$ cat src/rtl/thsm_pkg.sv
package thsm_pkg;

    localparam int IN_FRAC = 14;

    localparam int TAB_CONT = 0;
    localparam int TAB_EROS = 1;
    localparam int TAB_PEAK = 2;

    localparam int CONT_LEN = 12;
    localparam int EROS_LEN = 10;
    localparam int PEAK_LEN = 6;

    // breakpoint and y in thousandths, sea marks a y taken from sea_level
    typedef struct packed {
        logic signed [31:0] xm;
        logic signed [31:0] ym;
        logic               sea;
    } t_knot;

    localparam t_knot CONT_TAB [CONT_LEN] = '{
        '{800, 130000, 1'b0}, '{800, 180000, 1'b0}, '{800, 160000, 1'b0},
        '{500, 130000, 1'b0}, '{300, 80000, 1'b0}, '{200, 0, 1'b1},
        '{100, 70000, 1'b0}, '{0, 0, 1'b1}, '{-200, 40000, 1'b0},
        '{-500, 20000, 1'b0}, '{-950, 20000, 1'b0}, '{-1000, 190000, 1'b0}
    };

    localparam t_knot EROS_TAB [EROS_LEN] = '{
        '{1000, 50, 1'b0}, '{800, 100, 1'b0}, '{700, 350, 1'b0},
        '{400, 350, 1'b0}, '{300, 110, 1'b0}, '{-200, 200, 1'b0},
        '{-400, 600, 1'b0}, '{-500, 500, 1'b0}, '{-800, 900, 1'b0},
        '{-1000, 1000, 1'b0}
    };

    localparam t_knot PEAK_TAB [PEAK_LEN] = '{
        '{1000, 1000, 1'b0}, '{800, 900, 1'b0}, '{500, 950, 1'b0},
        '{50, 350, 1'b0}, '{-400, 300, 1'b0}, '{-900, 100, 1'b0}
    };

    function automatic int tab_len(input int tab);
        int n;
        unique case (tab)
            TAB_CONT: n = CONT_LEN;
            TAB_EROS: n = EROS_LEN;
            default:  n = PEAK_LEN;
        endcase
        return n;
    endfunction

    function automatic t_knot knot_at(input int tab, input int idx);
        t_knot k;
        unique case (tab)
            TAB_CONT: k = CONT_TAB[idx];
            TAB_EROS: k = EROS_TAB[idx];
            default:  k = PEAK_TAB[idx];
        endcase
        return k;
    endfunction

    // thousandths to fixed point, halves rounded away from zero
    function automatic longint mil_to_fix(input longint m, input int frac);
        longint s;
        s = m * (longint'(1) << frac);
        if (s >= 0) begin
            return (s + 500) / 1000;
        end
        return -((-s + 500) / 1000);
    endfunction

endpackage

$ cat src/rtl/thsm_lane.sv
module thsm_lane #(
    parameter int FRAC_BITS = 16,
    parameter int TAB = 0
) (
    input  logic                    i_clk,
    input  logic                    i_en,
    input  logic signed [15:0]      i_noise,
    input  logic [7:0]              i_sea_level,
    output logic [FRAC_BITS+7:0]    o_y
);

    localparam int F  = FRAC_BITS;
    localparam int N  = thsm_pkg::tab_len(TAB);
    localparam int IW = $clog2(N + 1);
    localparam int XW = F + 2;
    localparam int XE = XW + 1;
    localparam int DW = F;
    localparam int RW = F + 5;
    localparam int PW = 2 * F + 5;
    localparam int QW = 2 * F;
    localparam int YW = F + 9;
    localparam int MW = 2 * F + 10;

    // knot breakpoints and per-segment constants
    logic signed [XW-1:0] c_x   [N];
    logic signed [XW-1:0] c_sx1 [N+1];
    logic [DW-1:0]        c_den [N+1];
    logic [RW-1:0]        c_rcp [N+1];
    logic signed [YW-1:0] c_ya  [N+1];
    logic signed [YW-1:0] c_yb  [N+1];
    logic                 c_sa  [N+1];
    logic                 c_sb  [N+1];

    for (genvar g = 0; g < N; g++) begin : g_knot
        localparam thsm_pkg::t_knot KN = thsm_pkg::knot_at(TAB, g);
        localparam longint XN = thsm_pkg::mil_to_fix(longint'(KN.xm), F);
        assign c_x[g] = XW'(XN);
    end

    // segment 0 and N saturate, segment g lies between knots g-1 and g
    for (genvar g = 0; g <= N; g++) begin : g_seg
        localparam int IA = (g == N) ? N - 1 : g;
        localparam int IB = (g == 0) ? 0 : g - 1;
        localparam thsm_pkg::t_knot KA = thsm_pkg::knot_at(TAB, IA);
        localparam thsm_pkg::t_knot KB = thsm_pkg::knot_at(TAB, IB);
        localparam longint X1  = thsm_pkg::mil_to_fix(longint'(KA.xm), F);
        localparam longint X0  = thsm_pkg::mil_to_fix(longint'(KB.xm), F);
        localparam longint YA  = thsm_pkg::mil_to_fix(longint'(KA.ym), F);
        localparam longint YB  = thsm_pkg::mil_to_fix(longint'(KB.ym), F);
        localparam longint DEN = (g == 0 || g == N) ? 0 : X0 - X1;
        localparam longint RCP = (DEN > 0) ? (longint'(1) << (2 * F)) / DEN : 0;
        assign c_sx1[g] = XW'(X1);
        assign c_den[g] = DW'(DEN);
        assign c_rcp[g] = RW'(RCP);
        assign c_ya[g]  = YW'(YA);
        assign c_yb[g]  = YW'(YB);
        assign c_sa[g]  = KA.sea;
        assign c_sb[g]  = KB.sea;
    end

    logic signed [XW-1:0] v_in;

    if (F >= thsm_pkg::IN_FRAC) begin : g_up
        assign v_in = XW'(i_noise) <<< (F - thsm_pkg::IN_FRAC);
    end else begin : g_dn
        assign v_in = XW'(i_noise >>> (thsm_pkg::IN_FRAC - F));
    end

    // stage 0: segment search
    logic [IW-1:0]        n_idx;
    logic signed [XW-1:0] r_v0;
    logic [IW-1:0]        r_idx0;

    always_comb begin
        n_idx = IW'(N);
        for (int i = N - 1; i >= 0; i--) begin
            if (v_in >= c_x[i]) begin
                n_idx = IW'(i);
            end
        end
    end

    // stage 1: offset into segment
    logic signed [XE-1:0] dx1;
    logic                 sat1;
    logic [DW-1:0]        n_d;
    logic [DW-1:0]        r_d1;
    logic [IW-1:0]        r_idx1;

    assign dx1  = XE'(r_v0) - XE'(c_sx1[r_idx0]);
    assign sat1 = (r_idx0 == '0) || (r_idx0 == IW'(N));
    assign n_d  = sat1 ? '0 : dx1[DW-1:0];

    // stage 2: reciprocal product
    logic [PW-1:0] n_prod;
    logic [PW-1:0] r_prod2;
    logic [DW-1:0] r_d2;
    logic [IW-1:0] r_idx2;

    assign n_prod = PW'(r_d1) * PW'(c_rcp[r_idx1]);

    // stage 3: quotient estimate and remainder
    logic [DW-1:0] q3;
    logic [QW-1:0] num3;
    logic [QW-1:0] qd3;
    logic [QW-1:0] rem3;
    logic [DW-1:0] r_q3;
    logic [DW:0]   r_r3;
    logic [IW-1:0] r_idx3;

    assign q3   = r_prod2[2*F-1:F];
    assign num3 = {r_d2, {F{1'b0}}};
    assign qd3  = QW'(q3) * QW'(c_den[r_idx2]);
    assign rem3 = num3 - qd3;

    // stage 4: corrected fraction and endpoint difference
    logic                 corr4;
    logic signed [YW-1:0] sea_fix;
    logic signed [YW-1:0] n_a;
    logic signed [YW-1:0] n_b;
    logic [DW-1:0]        n_t;
    logic [DW-1:0]        r_t4;
    logic signed [YW-1:0] r_dy4;
    logic signed [YW-1:0] r_a4;

    assign corr4   = (r_r3 >= {1'b0, c_den[r_idx3]});
    assign n_t     = r_q3 + DW'(corr4);
    assign sea_fix = signed'(YW'({i_sea_level, {F{1'b0}}}));
    assign n_a     = c_sa[r_idx3] ? sea_fix : c_ya[r_idx3];
    assign n_b     = c_sb[r_idx3] ? sea_fix : c_yb[r_idx3];

    // stage 5: scale difference
    logic signed [MW-1:0] n_m;
    logic signed [MW-1:0] r_m5;
    logic signed [YW-1:0] r_a5;

    assign n_m = MW'(r_dy4) * MW'(signed'({1'b0, r_t4}));

    // stage 6: add lower endpoint
    logic signed [YW-1:0] n_y;
    logic signed [YW-1:0] r_y6;

    assign n_y = r_a5 + YW'(r_m5 >>> F);

    always_ff @(posedge i_clk) begin
        if (i_en) begin
            r_v0    <= v_in;
            r_idx0  <= n_idx;
            r_d1    <= n_d;
            r_idx1  <= r_idx0;
            r_prod2 <= n_prod;
            r_d2    <= r_d1;
            r_idx2  <= r_idx1;
            r_q3    <= q3;
            r_r3    <= rem3[DW:0];
            r_idx3  <= r_idx2;
            r_t4    <= n_t;
            r_dy4   <= n_b - n_a;
            r_a4    <= n_a;
            r_m5    <= n_m;
            r_a5    <= r_a4;
            r_y6    <= n_y;
        end
    end

    assign o_y = r_y6[F+7:0];

endmodule

$ cat config.mk
export PLATFORM = sky130hd
export DESIGN_NAME = thsm_lane
export DESIGN_NICKNAME = d
export VERILOG_FILES = /design/src/rtl/thsm_pkg.sv /design/src/rtl/thsm_lane.sv
export SDC_FILE = /design/constraint.sdc
export NUM_CORES = 2
export LEC_CHECK = 0
export ABC_CLOCK_PERIOD_IN_PS = 10410
export BUFFER_PORTS_ARGS = -buffer_cell sky130_fd_sc_hd__buf_2
export CAP_MARGIN = 20
export CORE_ASPECT_RATIO = 0.9
export CORE_MARGIN = 2
export CORE_UTILIZATION = 40
export CTS_BUF_LIST = sky130_fd_sc_hd__clkbuf_2 sky130_fd_sc_hd__clkbuf_4 sky130_fd_sc_hd__clkbuf_8
export DETAILED_ROUTE_END_ITERATION = 12
export SYNTH_ARGS = -nofsm -noshare
export SYNTH_HDL_FRONTEND = slang
export SYNTH_SLANG_ARGS = --single-unit
$ cat constraint.sdc
create_clock -name i_clk -period 10.41 [get_ports i_clk]
set_input_delay 2.6025 -clock i_clk [delete_from_list [all_inputs] [get_ports i_clk]]
set_output_delay 2.6025 -clock i_clk [all_outputs]
set_load 0.05 [all_outputs]
==> impl_metrics.toml <==
[critical_path]
startpoint_type = "flop"
crit_required_ns = 10.69
timing.rr.end = "r_prod2[31]"
r2r_slack_ns = 1.91
critical_path.endpoint_type = "flop"
path_class = "flop to flop"
worstPathMaxFanout = 16
r2r_cells = 23
worstReg2RegStart = "r_idx1[3]"
cp.arrival_ns = 8.79

[timing]
finalCritPeriodShare_pct = 81.70
relSlewSlack_pct = 26.18
hold_viol = 0
rsz0062_at_grt = "no"
setup_ws_ns = 1.905
worst_pin_slew_ns = 1.100
setup_viol = 0
period_minus_slack_ns = 8.505
finalSetupTns_ns = 0
clock-skew-final_ns = 0.02221
drv_slew = 0
max_freq_mhz = 117.6

[placement]
portBuffers = 49
hpwl_um = 53080
gp_congestion = 0.8885
pre_cts_ws_ns = 1.945
dpl.cell_count = 3726

[layout]
multiInputGateArea_um2 = 19640
regArea_um2 = 5555
num-nets-final = 3607
antenna_cells = 0
nFillCells = 6818
area_growth_pct = 5.877
fin_cells = 3757
drive_above_1_share_pct = 4.047

[global_route]
grt_max_degree = 122
grt_pass1_vias = 20090
globalRouteOverflowTotal = 0
antenna_found_initial = 1
grt_pass1_wl_um = 106500
grt_usage_pct = 18.97

[clock_network]
clock_latency_ns = 0.56
numCtsBuffers = 17
cts.sinks = 185
cts-root-buf = "clkbuf_8"
clkTransAtPathRegs_ns = 0.11
cts.repair.resized = 0
clockBufferDepth = 2
ctsHoldBuffers = 0
h-tree-depth = 4
cts_tree = "done"
postCtsSetupRepairBufs = 0

[drt]
drc = 0
num_vias = 18350
postRouteAntennaNets = 0
drt_first_pass_iters = 5
wl_um = 64340
wl_per_cell_um = 17.12
drt-initial-drc-count = 1071
routed_via_density = 4.883

[yosys]
synth_top_area_cell = "fa_1"
synthTopCellsByArea = "fa_1, edfxtp_1, ha_1"
ys_seq_area_share_pct = 19.80
syn-num-nets = 3596
synth_seq_cells = 185
synth.distinct_cells = 63
postSynthCellCount = 2794
synth-main-ff-cell = "edfxtp_1"
ys_warn_count = 0
synth-async-reset-ratio_pct = 0
synth_edf_count = 185
syn_area_um2 = 28060
syn_avg_cell_area_um2 = 10.04
synth_top_area_share_pct = 35.81

[floorplan]
num_io_pins = 50
dieArea_um2 = 72290
die_h_um = 255.3
initial_core_util_pct = 40.23
core_area_um2 = 69760
rows = 92
fp.dieW_um = 283.2

[hold_path]
hp-start = "r_m5[30]"
worstHoldEndpoint = "r_y6[14]"
holdCritPathClass = "flop to flop"
hold_depth = 0

[run]
maxCapViolations = 0

[outcome]
status = "finished clean"
[placed cells by master, fill, tap and decap left out, types with 18 or more instances in the layout]
cell      instances
edfxtp_1        185
a21oi_1          70
and2_1          210
xnor2_1         101
inv_1           691
fa_1            502
o21bai_1         23
buf_2            48
a21o_1           32
xor2_1           33
o21ai_0          27
nor2b_1          18
nor2_1           64
nand2_1         309
nand3_1          20
ha_1            274
clkbuf_8         18
[synth_stat cells, drive strengths merged, types with 4 or more instances]
| master | instances |
|---|---|
| a31oi | 4 |
| nand3b | 4 |
| or3 | 5 |
| nor2b | 18 |
| o31ai | 5 |
| mux2i | 5 |
| a21oi | 71 |
| fa | 502 |
| edfxtp | 185 |
| nor3 | 11 |
| nand2 | 309 |
| o21a | 12 |
| nand2b | 16 |
| nand4 | 13 |
| o31a | 4 |
| clkbuf | 69 |
| and3 | 14 |
| or2 | 8 |
| nor2 | 65 |
| xnor2 | 101 |
| xor2 | 33 |
| and2 | 211 |
| ha | 274 |
| o22ai | 6 |
| a211oi | 5 |
| a21o | 32 |
| nand3 | 20 |
| inv | 692 |
| a311oi | 4 |
| o21ai | 41 |
| o21bai | 24 |
[flip-flops by register name (all words and copies together) (netlist names)]
| name | cells |
|---|---|
| r_m5 | 24 |
| r_y6 | 24 |
| r_r3 | 17 |
| r_d1 | 16 |
| r_prod2 | 16 |
| r_q3 | 16 |
| r_t4 | 16 |
| r_v0 | 14 |
| r_dy4 | 9 |
| r_a4 | 8 |
| r_a5 | 8 |
| r_idx0 | 4 |
| r_idx1 | 4 |
| r_idx2 | 4 |
| r_idx3 | 4 |
| r_d2 | 1 |
[layout make-up]
cell class | instances | share of cell area, %
Clock buffer | 17 | 0.7875
Clock inverter | 14 | 0.4717
Inverter | 693 | 8.756
Multi-Input combinational cell | 1844 | 66.09
Sequential cell | 185 | 18.70
Tap cell | 940 | 3.959
Timing Repair Buffer | 64 | 1.234
[per-layer routing]
metal	wire [µm]	global-route usage, %
met5	0	0
met4	1219	4.460
met3	3166	3.235
met2	31300	32.75
met1	28650	25.02
[cell families after synthesis]
kind of cell	synth area share, %
adder cells (fa/ha/maj)	48.07
buffers and inverters	10.25
AND/OR/NAND/NOR	12.22
AO/OA/AOI/OAI	5.266
flip-flops	19.80
XOR/XNOR	4.182
multiplexers	0.2185
[worst max path at each step]
stage | startpoint | cells past startpoint | slack [ns] | end
floorplan | r_idx1[3] | 26 | 3.07 | r_prod2[31]
global placement | r_idx1[3] | 23 | 2.12 | r_prod2[31]
detailed placement | r_idx1[3] | 23 | 1.95 | r_prod2[31]
CTS | r_idx1[3] | 23 | 1.90 | r_prod2[31]
global route | r_idx1[3] | 25 | 1.51 | r_prod2[31]
finish | r_idx1[3] | 23 | 1.91 | r_prod2[31]
[critical path: stages, from the launching register on]
cell	delay (ns)
edfxtp_1	0.69
nor2b_1	0.74
a21o_1	0.68
nand2_1	0.30
fa_1	0.56
fa_1	0.53
fa_1	0.43
fa_1	0.50
inv_1	0.06
fa_1	0.53
inv_1	0.05
fa_1	0.48
inv_1	0.04
ha_1	0.28
a21oi_1	0.06
o21ai_0	0.25
a311oi_1	0.10
nor3b_2	0.48
a311oi_1	0.21
o41a_2	0.61
o21ai_4	0.22
a31oi_1	0.12
nor2b_1	0.15
xnor2_1	0.11
[stage by stage]
step,utilization (%),instance area [µm²],hold slack (ns)
2_1_floorplan,-,28060,0.4003
3_3_place_gp,42.05,29340,0.4006
3_5_place_dp,42.05,29340,0.4045
4_1_cts,42.59,29710,0.4293
5_1_grt,42.59,29710,0.4380
6_report,42.59,29710,0.4270
Power is not shown: default switching activity piles up to over one toggle a cycle in this logic, so the estimate is an artifact.
