--- src/rtl/thsm_mix.sv ---
module thsm_mix #(
    parameter int FRAC_BITS = 16
) (
    input  logic                 i_clk,
    input  logic                 i_en,
    input  logic [FRAC_BITS+7:0] i_base,
    input  logic [FRAC_BITS+7:0] i_ero,
    input  logic [FRAC_BITS+7:0] i_pk,
    output logic [8:0]           o_height
);

    localparam int F  = FRAC_BITS;
    localparam int EW = F + 1;
    localparam int PW = 2 * F + 2;
    localparam int SW = 2 * F + 7;
    localparam int HW = F + 9;

    logic [PW-1:0]  r_ep;
    logic [F+7:0]   r_base;
    logic [SW-1:0]  scaled;
    logic [HW-1:0]  sum;
    logic [8:0]     r_h;

    // twenty times the product, as sixteen plus four
    assign scaled = {3'b000, r_ep, 2'b00} + {1'b0, r_ep, 4'b0000};
    assign sum    = HW'(r_base) + HW'(scaled[SW-1:F]);

    always_ff @(posedge i_clk) begin
        if (i_en) begin
            r_ep   <= PW'(i_ero[EW-1:0]) * PW'(i_pk[EW-1:0]);
            r_base <= i_base;
            r_h    <= sum[F+8:F];
        end
    end

    assign o_height = r_h;

endmodule

--- config.mk ---
export PLATFORM = sky130hd
export DESIGN_NAME = thsm_mix
export DESIGN_NICKNAME = d
export VERILOG_FILES = /design/src/rtl/thsm_mix.sv
export SDC_FILE = /design/constraint.sdc
export NUM_CORES = 1
export LEC_CHECK = 0
export ABC_AREA = 0
export BUFFER_PORTS_ARGS = -buffer_cell sky130_fd_sc_hd__buf_2
export CORE_ASPECT_RATIO = 1.75
export CORE_MARGIN = 2
export CORE_UTILIZATION = 64
export CTS_CLUSTER_SIZE = 8
export DETAILED_ROUTE_END_ITERATION = 16
export PLACE_DENSITY = 0.9
export SKIP_LAST_GASP = 1
export SLEW_MARGIN = 20
export SYNTH_ARGS = -nofsm -noshare
export SYNTH_HDL_FRONTEND = slang
export SYNTH_SLANG_ARGS = --single-unit
--- constraint.sdc ---
create_clock -name i_clk -period 9.5 [get_ports i_clk]
set_input_delay 1.425 -clock i_clk [delete_from_list [all_inputs] [get_ports i_clk]]
set_output_delay 1.425 -clock i_clk [all_outputs]
set_load 0.02 [all_outputs]
==> results.toml, run 1 <==
[outcome]
status = "finished clean"

[cts]
cts-htree-levels = 3
clockBufferDepth = 2
cts_tree = "done"
root_buffer = "clkbuf_16"
cts.sinks = 67
postCtsSetupBuffers = 0
cts_made_buffers = 9
worstSkewPairLatency_ps = 340
postCtsHoldBufs = 0
path_clk_slew_ps = 60
postCtsResizedCells = 0

[worst_setup_path]
crit_start = "i_ero[11]"
worstReg2RegEnd = "o_height[7]"
critical_path.max_fanout = 17
ff2ff_path_depth = 19
crit_end = "r_ep[32]"
endpoint_kind = "flip-flop"
startpoint_type = "primary input"
r2r_slack_ps = 3780
critical_path_class = "primary input to flip-flop"
worstPathArrival_ps = 7630
rr_startpoint = "r_ep[4]"
crit_required_ps = 9590

[sta]
worst_pin_slew_ps = 851
final-max-slew-violation-count = 0
fmax_ghz = 0.133
setup_tns_ps = 0
timing.final.crit_share_pct = 79.3
grt_setup_unrepaired = "false"
hold_viol = 0
period_needed_ps = 7540
setup_ws_ps = 1960
finalClockSkew_ps = 10.6
setup_viol = 0
slew_headroom_pct = 43.3

[final_layout]
n_fill_cell = 1369
fin_util_pct = 69.3
nNetsFinal = 1891
syn_to_final_growth_pct = 6.25
drive_above_1_share_pct = 6.40
fin_area_um2 = 14100

[synthesis]
ys_seq_area_share_pct = 15.2
synth_top_area_share_pct = 33.9
synth_xor_xnor_area_share_pct = 3.24
synth.net_count = 1847
synth.distinct_cells = 50
syn-cell-area_um2 = 13200
synth_compound_area_share_pct = 7.62
synth_flop_cell = "edfxtp_1"
synth_edf_count = 67
synth_seq_cells = 67
synthCells = 1388
ys_top_cells_by_count = "279 x inv_1, 224 x fa_1, 170 x nand2_1"
yosys.area_share.simple_pct = 15.9
synth_top_family_by_area = "adder cells"
synthMuxAreaShare_pct = 0
async_reset_ff_share_pct = 0
synth-adder-area-share_pct = 49.1
ys_top_cells_by_area = "fa_1 34%, ha_1 15%, edfxtp_1 15%"
yosysTopAreaCell = "fa_1"
avgSynthCellArea_um2 = 9.53
yosysMostFrequentCell = "inv_1"
yosys_warnings = 0

[place]
portBuffers = 68
post-place-ws_ps = 1670
gp_congestion = 0.894
placed_area_um2 = 13800
hpwl_mm = 24.3

[routing]
drc = 0
via_per_inst = 6.02
drt-initial-drc-count = 542
routed_wl_mm = 31.0
first_pass_iters = 6
avgRoutedWirePerCell_um = 18.4
antenna_left = 0
vias = 10200

[global_routing]
grt_pass1_vias = 11300
grt_usage_pct = 29.2
grt_max_degree = 68
grt-ovfl-total = 0
antenna_found_initial = 1
grt_pass1_wl_mm = 50.7

[hold_path]
hp-class = "flip-flop to flip-flop"

[floorplan]
dieArea_um2 = 21900
core.rowCount = 69
core-area_um2 = 20300
dieHeight_um = 194
dieWidth_um = 113
start_util_pct = 65.2
ios = 83

[flow_run]
maxCapViolations = 0
[layer usage]
| metal | GRT usage [%] | routed length, um |
|---|---|---|
| met5 | 0 | 0 |
| met4 | 19.5 | 2170 |
| met3 | 3.72 | 1890 |
| met2 | 54.8 | 17200 |
| met1 | 29.2 | 9780 |
[sequential cells by signal, indices dropped and copies added (netlist names)]
name      count
r_ep         34
r_base       24
o_height      9
[cell type report]
| type | instances | area (um2) | share of cell area (%) |
|---|---|---|---|
| inverter | 279 | 1050 | 7.45 |
| timing repair buffer | 69 | 348 | 2.47 |
| multi-input combinational | 1006 | 10000 | 71.4 |
| antenna | 1 | 2.50 | 0.0178 |
| clock inverter | 6 | 72.6 | 0.516 |
| tap | 248 | 310 | 2.21 |
| clock buffer | 10 | 229 | 1.63 |
| sequential | 67 | 2010 | 14.3 |
[cells by family after synthesis]
logic type               count (synthesis)
AO/OA/AOI/OAI                          152
XOR/XNOR                                49
adder cells (fa/ha/maj)                385
buffers and inverters                  315
flip-flops                              67
AND/OR/NAND/NOR                        420
[placed cells by master, fill, tap and decap left out, types with 33 or more instances in the layout]
cell	instances
inv_1	279
ha_1	161
and2_1	147
edfxtp_1	67
nand2_1	170
fa_1	224
buf_2	68
nor2_1	38
a21oi_1	48
xnor2_1	33
[worst min-delay path by stage]
stage | from | endpoint | slack (ps) | cells after the start
final | r_base[23] | o_height[8] | 610 | 1
after global routing | r_base[23] | o_height[8] | 620 | 1
after CTS | r_base[23] | o_height[8] | 610 | 1
after detailed placement | r_base[23] | o_height[8] | 590 | 1
after global placement | r_base[23] | o_height[8] | 550 | 1
after floorplan | r_base[23] | o_height[8] | 550 | 1
[critical path: stages]
cell,delay (ps)
buf_2,350
nand2_1,160
fa_1,530
fa_1,520
fa_1,510
inv_1,50
fa_1,480
fa_1,510
inv_1,60
fa_1,480
inv_1,40
ha_1,360
a21oi_1,170
o21ai_0,150
nor3_1,270
a211oi_2,150
a221o_1,410
a31o_2,310
a21o_1,180
a221o_1,330
xor2_1,140
[stage by stage]
stage | hold WS [ps] | instances
after floorplan | 547 | 1388
after global placement | 553 | 1669
after detailed placement | 593 | 1669
after CTS | 610 | 1685
after global routing | 621 | 1686
final | 606 | 1686
Power of run 1 is left out: the tool's default activity adds up to more than one toggle a clock period on the data nets, which glitch-free logic cannot reach.
==> run 2, diff against run 1 <==
==> constraint.sdc (replaced) <==
create_clock -name i_clk -period 7.9 [get_ports i_clk]
set_input_delay 1.185 -clock i_clk [delete_from_list [all_inputs] [get_ports i_clk]]
set_output_delay 1.185 -clock i_clk [all_outputs]
set_load 0.02 [all_outputs]
==> run 2 against run 1 <==
  * Setup slack worse by 1300 ps
  * First-iteration DRC count is 4.2% higher
  * Critical path depth is 3 lower
  * Critical endpoint is now r_ep[33]
  * Hold slack better by 2.3 ps
  * Via count is 1.2% lower
  * Global-route usage is 0.41 points lower
  * Count of clock-buffer cells in the layout stayed put
  * Die area stayed put
  * Sequential cell count stayed put
  * Register-to-register slack worse by 1500 ps
  * Core utilization is 0.18 points higher
==> results.toml, run 2 (same netlist as run 1, synthesis figures left out) <==
[final_layout]
multiInputGateArea_um2 = 10000
n_antenna_cell = 0
nNetsFinal = 1894
largest_reg_flops = 34
n_fill_cell = 1404
seq_area_um2 = 2010
top_register = "r_ep"
syn_to_final_growth_pct = 6.53
drive_above_1_share_pct = 6.53
fin_util_pct = 69.5
fin_area_um2 = 14100
final_common_cell = "inv_1"
layout_common_cells = "279 x inv_1, 224 x fa_1, 170 x nand2_1"

[sta]
hold_viol = 0
worst_pin_slew_ps = 826
setup_tns_ps = 0
hold_ws_ps = 609
period_needed_ps = 7240
setup_viol = 0
final-max-slew-violation-count = 0
slew_headroom_pct = 44.9
timing.final.crit_share_pct = 91.6
fmax_ghz = 0.138
finalClockSkew_ps = 9.76
grt_setup_unrepaired = "false"

[cts]
postCtsResizedCells = 0
cts.sinks = 67
postCtsSetupBuffers = 0
path_clk_slew_ps = 60
cts-htree-levels = 3
cts_made_buffers = 9
postCtsHoldBufs = 0
root_buffer = "clkbuf_16"
clockBufferDepth = 2
worstSkewPairLatency_ps = 340
cts_tree = "done"

[hold_path]
hp-class = "flip-flop to flip-flop"
worstHoldStart = "r_base[23]"

[routing]
routed_wl_mm = 30.3
via_per_inst = 5.94
drt-initial-drc-count = 565
vias = 10000
first_pass_iters = 8
antenna_left = 0
avgRoutedWirePerCell_um = 18.0
drc = 0

[outcome]
status = "finished clean"

[global_routing]
antenna_found_initial = 0
grt_usage_pct = 28.8
grt_pass1_wl_mm = 50.4
grt_max_degree = 68
grt-ovfl-total = 0
grt_pass1_vias = 11200

[worst_setup_path]
r2r_slack_ps = 2300
endpoint_kind = "flip-flop"
crit_start = "i_pk[3]"
startpoint_type = "primary input"
worstPathArrival_ps = 7320
crit_required_ps = 7980
critical_path.max_fanout = 17
critical_path_class = "primary input to flip-flop"
rr_startpoint = "r_ep[4]"

[floorplan]
dieHeight_um = 194
ios = 83
dieArea_um2 = 21900
core.rowCount = 69
dieWidth_um = 113
start_util_pct = 65.2
core-area_um2 = 20300

[place]
gp_congestion = 0.922
portBuffers = 68
placed_area_um2 = 13800
hpwl_mm = 23.9

[flow_run]
maxCapViolations = 0
run 2: worst paths after layout:
check | endpoint | cells past startpoint
max | r_ep[33] | 18
min | o_height[7] | 1
max reg2reg | o_height[7] | 19
min reg2reg | o_height[7] | 1
run 2: per-layer routing:
layer  track usage (%)  vias up  part of all wire, %
met1              30.0     4962                   34
met5                 0        -                    0
li1                  -     4472                    -
met2              54.2      417                   55
met3              2.84      177                  4.7
met4              17.6        0                  6.5
run 2: worst max-delay path: stages:
cell	delay [ps]
buf_2	350
nand2_1	150
fa_1	500
fa_1	560
inv_1	60
fa_1	480
fa_1	630
fa_1	450
fa_1	440
ha_1	360
a21o_1	200
a211oi_1	350
nand3b_1	180
o31ai_4	380
o21ai_1	160
a41o_1	330
a2111oi_0	460
nor3_1	90
run 2: area by class of cell:
class                      count  area share, %
clock inverter                 6          0.630
multi-input combinational   1006           71.2
tap                          248           2.20
inverter                     279           7.43
timing repair buffer          72           2.63
clock buffer                  10           1.62
sequential                    67           14.3
run 2: stage by stage:
stage / std cells / setup WS (ps)
CTS: 1688 / 694
global placement: 1672 / 480
finish: 1688 / 660
detailed placement: 1672 / 343
global route: 1688 / 429
floorplan: 1388 / 824
Power of run 2 is left out for the same reason.
==> run 3, diff against run 2 <==
--- a/config.mk
+++ b/config.mk
@@ -6,13 +6,13 @@
 export NUM_CORES = 1
 export LEC_CHECK = 0
 export ABC_AREA = 0
-export BUFFER_PORTS_ARGS = -buffer_cell sky130_fd_sc_hd__buf_2
 export CORE_ASPECT_RATIO = 1.75
 export CORE_MARGIN = 2
-export CORE_UTILIZATION = 64
+export CORE_UTILIZATION = 65
 export CTS_CLUSTER_SIZE = 8
 export DETAILED_ROUTE_END_ITERATION = 16
-export PLACE_DENSITY = 0.9
+export DONT_BUFFER_PORTS = 1
+export PLACE_DENSITY = 0.88
 export SKIP_LAST_GASP = 1
 export SLEW_MARGIN = 20
 export SYNTH_ARGS = -nofsm -noshare
==> run 3 against run 2 <==
  * Die area down 1.5%
  * Via count fell by 2.0%
  * First-iteration DRC count decreased by 6.5%
  * Cell count shrank 4.2%
  * Count of clock-buffer cells in the layout is the same
  * Core utilization is 1.4 points lower
  * Global-route usage fell by 0.15 points
  * Non-clock buffer count is 72 lower
  * Register-to-register slack got worse by 180 ps
  * Critical path type unchanged
==> results.toml, run 3 (same netlist as run 1, synthesis figures left out) <==
[outcome]
status = "finished clean"

[routing]
drt-initial-drc-count = 528
via_per_inst = 6.08
vias = 9825
wl_met3_mm = 1.64
routed.top_layer = "met4"
drc = 0
first_pass_iters = 5
antenna_left = 0
routed-wl-met2_mm = 16.4
avgRoutedWirePerCell_um = 18.4
wl_met1_mm = 9.71
routed_wl_mm = 29.8

[cts]
cts-htree-levels = 3
path_clk_slew_ps = 60
cts_made_buffers = 9
worstSkewPairLatency_ps = 340
cts.sinks = 67
clockBufferDepth = 2
root_buffer = "clkbuf_16"
postCtsResizedCells = 0
postCtsHoldBufs = 0
cts_tree = "done"
postCtsSetupBuffers = 0

[sta]
slew_headroom_pct = 54.1
grt_setup_unrepaired = "false"
final-max-slew-violation-count = 0
period_needed_ps = 6880
worst_pin_slew_ps = 680
hold_viol = 0
setup_tns_ps = 0
fmax_ghz = 0.145
setup_viol = 0
finalClockSkew_ps = 8.15
timing.final.crit_share_pct = 87.1

[global_routing]
grt_usage_pct = 28.6
antenna_found_initial = 1
grt_max_degree = 68
grt_pass1_vias = 10900
grt-ovfl-total = 0
grt_pass1_wl_mm = 48.8

[final_layout]
largest_reg_flops = 34
drive_above_1_share_pct = 1.68
syn_to_final_growth_pct = 3.57
nNetsFinal = 1822
n_fill_cell = 1454
final_common_cell = "inv_1"
top_register = "r_ep"
layout_common_cells = "279 x inv_1, 224 x fa_1, 170 x nand2_1"

[floorplan]
dieHeight_um = 193
dieWidth_um = 112
core-area_um2 = 20100
core.rowCount = 69
start_util_pct = 65.8
dieArea_um2 = 21600
ios = 83

[worst_setup_path]
critical_path_class = "primary input to flip-flop"
path_common_cell = "fa_1"
worst_path_dominant_cell_family = "adder cells"
worst-path-buf-inv = 2
endpoint_kind = "flip-flop"
worstPathArrival_ps = 6960
cp_slowest_stage_delay_ps = 610
startpoint_type = "primary input"
critical_path.max_fanout = 17
crit_required_ps = 7970
slowest_stage = "fa_1"
crit_path_cell_trace = "and2_1 -> fa_1 -> inv_1 -> fa_1 -> fa_1 -> inv_1 -> fa_1 -> fa_1 -> fa_1 -> ha_1 -> a21o_1 -> a211oi_1 -> nand3b_1 -> o31ai_4 -> o21ai_1 -> a41o_1 -> a2111oi_0 -> nor3_1"

[place]
gp_congestion = 0.880
hpwl_mm = 23.6
portBuffers = 0

[flow_run]
maxCapViolations = 0

[hold_path]
hp-class = "flip-flop to flip-flop"
## run 3: layer usage
metal,global-route usage (%),vias up
met5,0,-
met2,54.5,402
met1,28.2,4934
met3,4.43,157
met4,19.2,0
li1,-,4332
## run 3: layout make-up
cell class	instances	area (um2)	share of cell area [%]
Clock inverter	6	65.1	0.475
Antenna cell	1	2.50	0.0183
Inverter	279	1050	7.64
Clock buffer	10	229	1.67
Tap cell	248	310	2.26
Multi-Input combinational cell	1006	10000	73.2
Sequential cell	67	2010	14.7
## run 3: final timing paths
path / slack (ps) / startpoint / endpoint / cells past startpoint
max: 1020 / i_ero[12] / r_ep[33] / 18
min: 600 / r_base[23] / o_height[8] / 1
max reg2reg: 2120 / r_ep[4] / o_height[7] / 19
min reg2reg: 600 / r_base[23] / o_height[8] / 1
## run 3: per-stage QoR
stage | worst slack, ps | instance area, um2 | hold WS, ps | instances | util, %
floorplan | 824 | 13200 | 547 | 1388 | -
detailed placement | 713 | 13400 | 588 | 1600 | 66.6
CTS | 1050 | 13700 | 606 | 1616 | 68.1
finish | 1020 | 13700 | 604 | 1617 | 68.1
global route | 775 | 13700 | 628 | 1617 | 68.1
global placement | 790 | 13400 | 553 | 1600 | 66.6
## run 3: worst register-to-register path: cells and delay by family (launching register included)
kind	cells	cell delay, ps
compound gates	10	3160
fa+ha+maj	2	650
xor+xnor	2	220
flops	1	420
simple gates	5	1070
Power of run 3 is left out for the same reason.
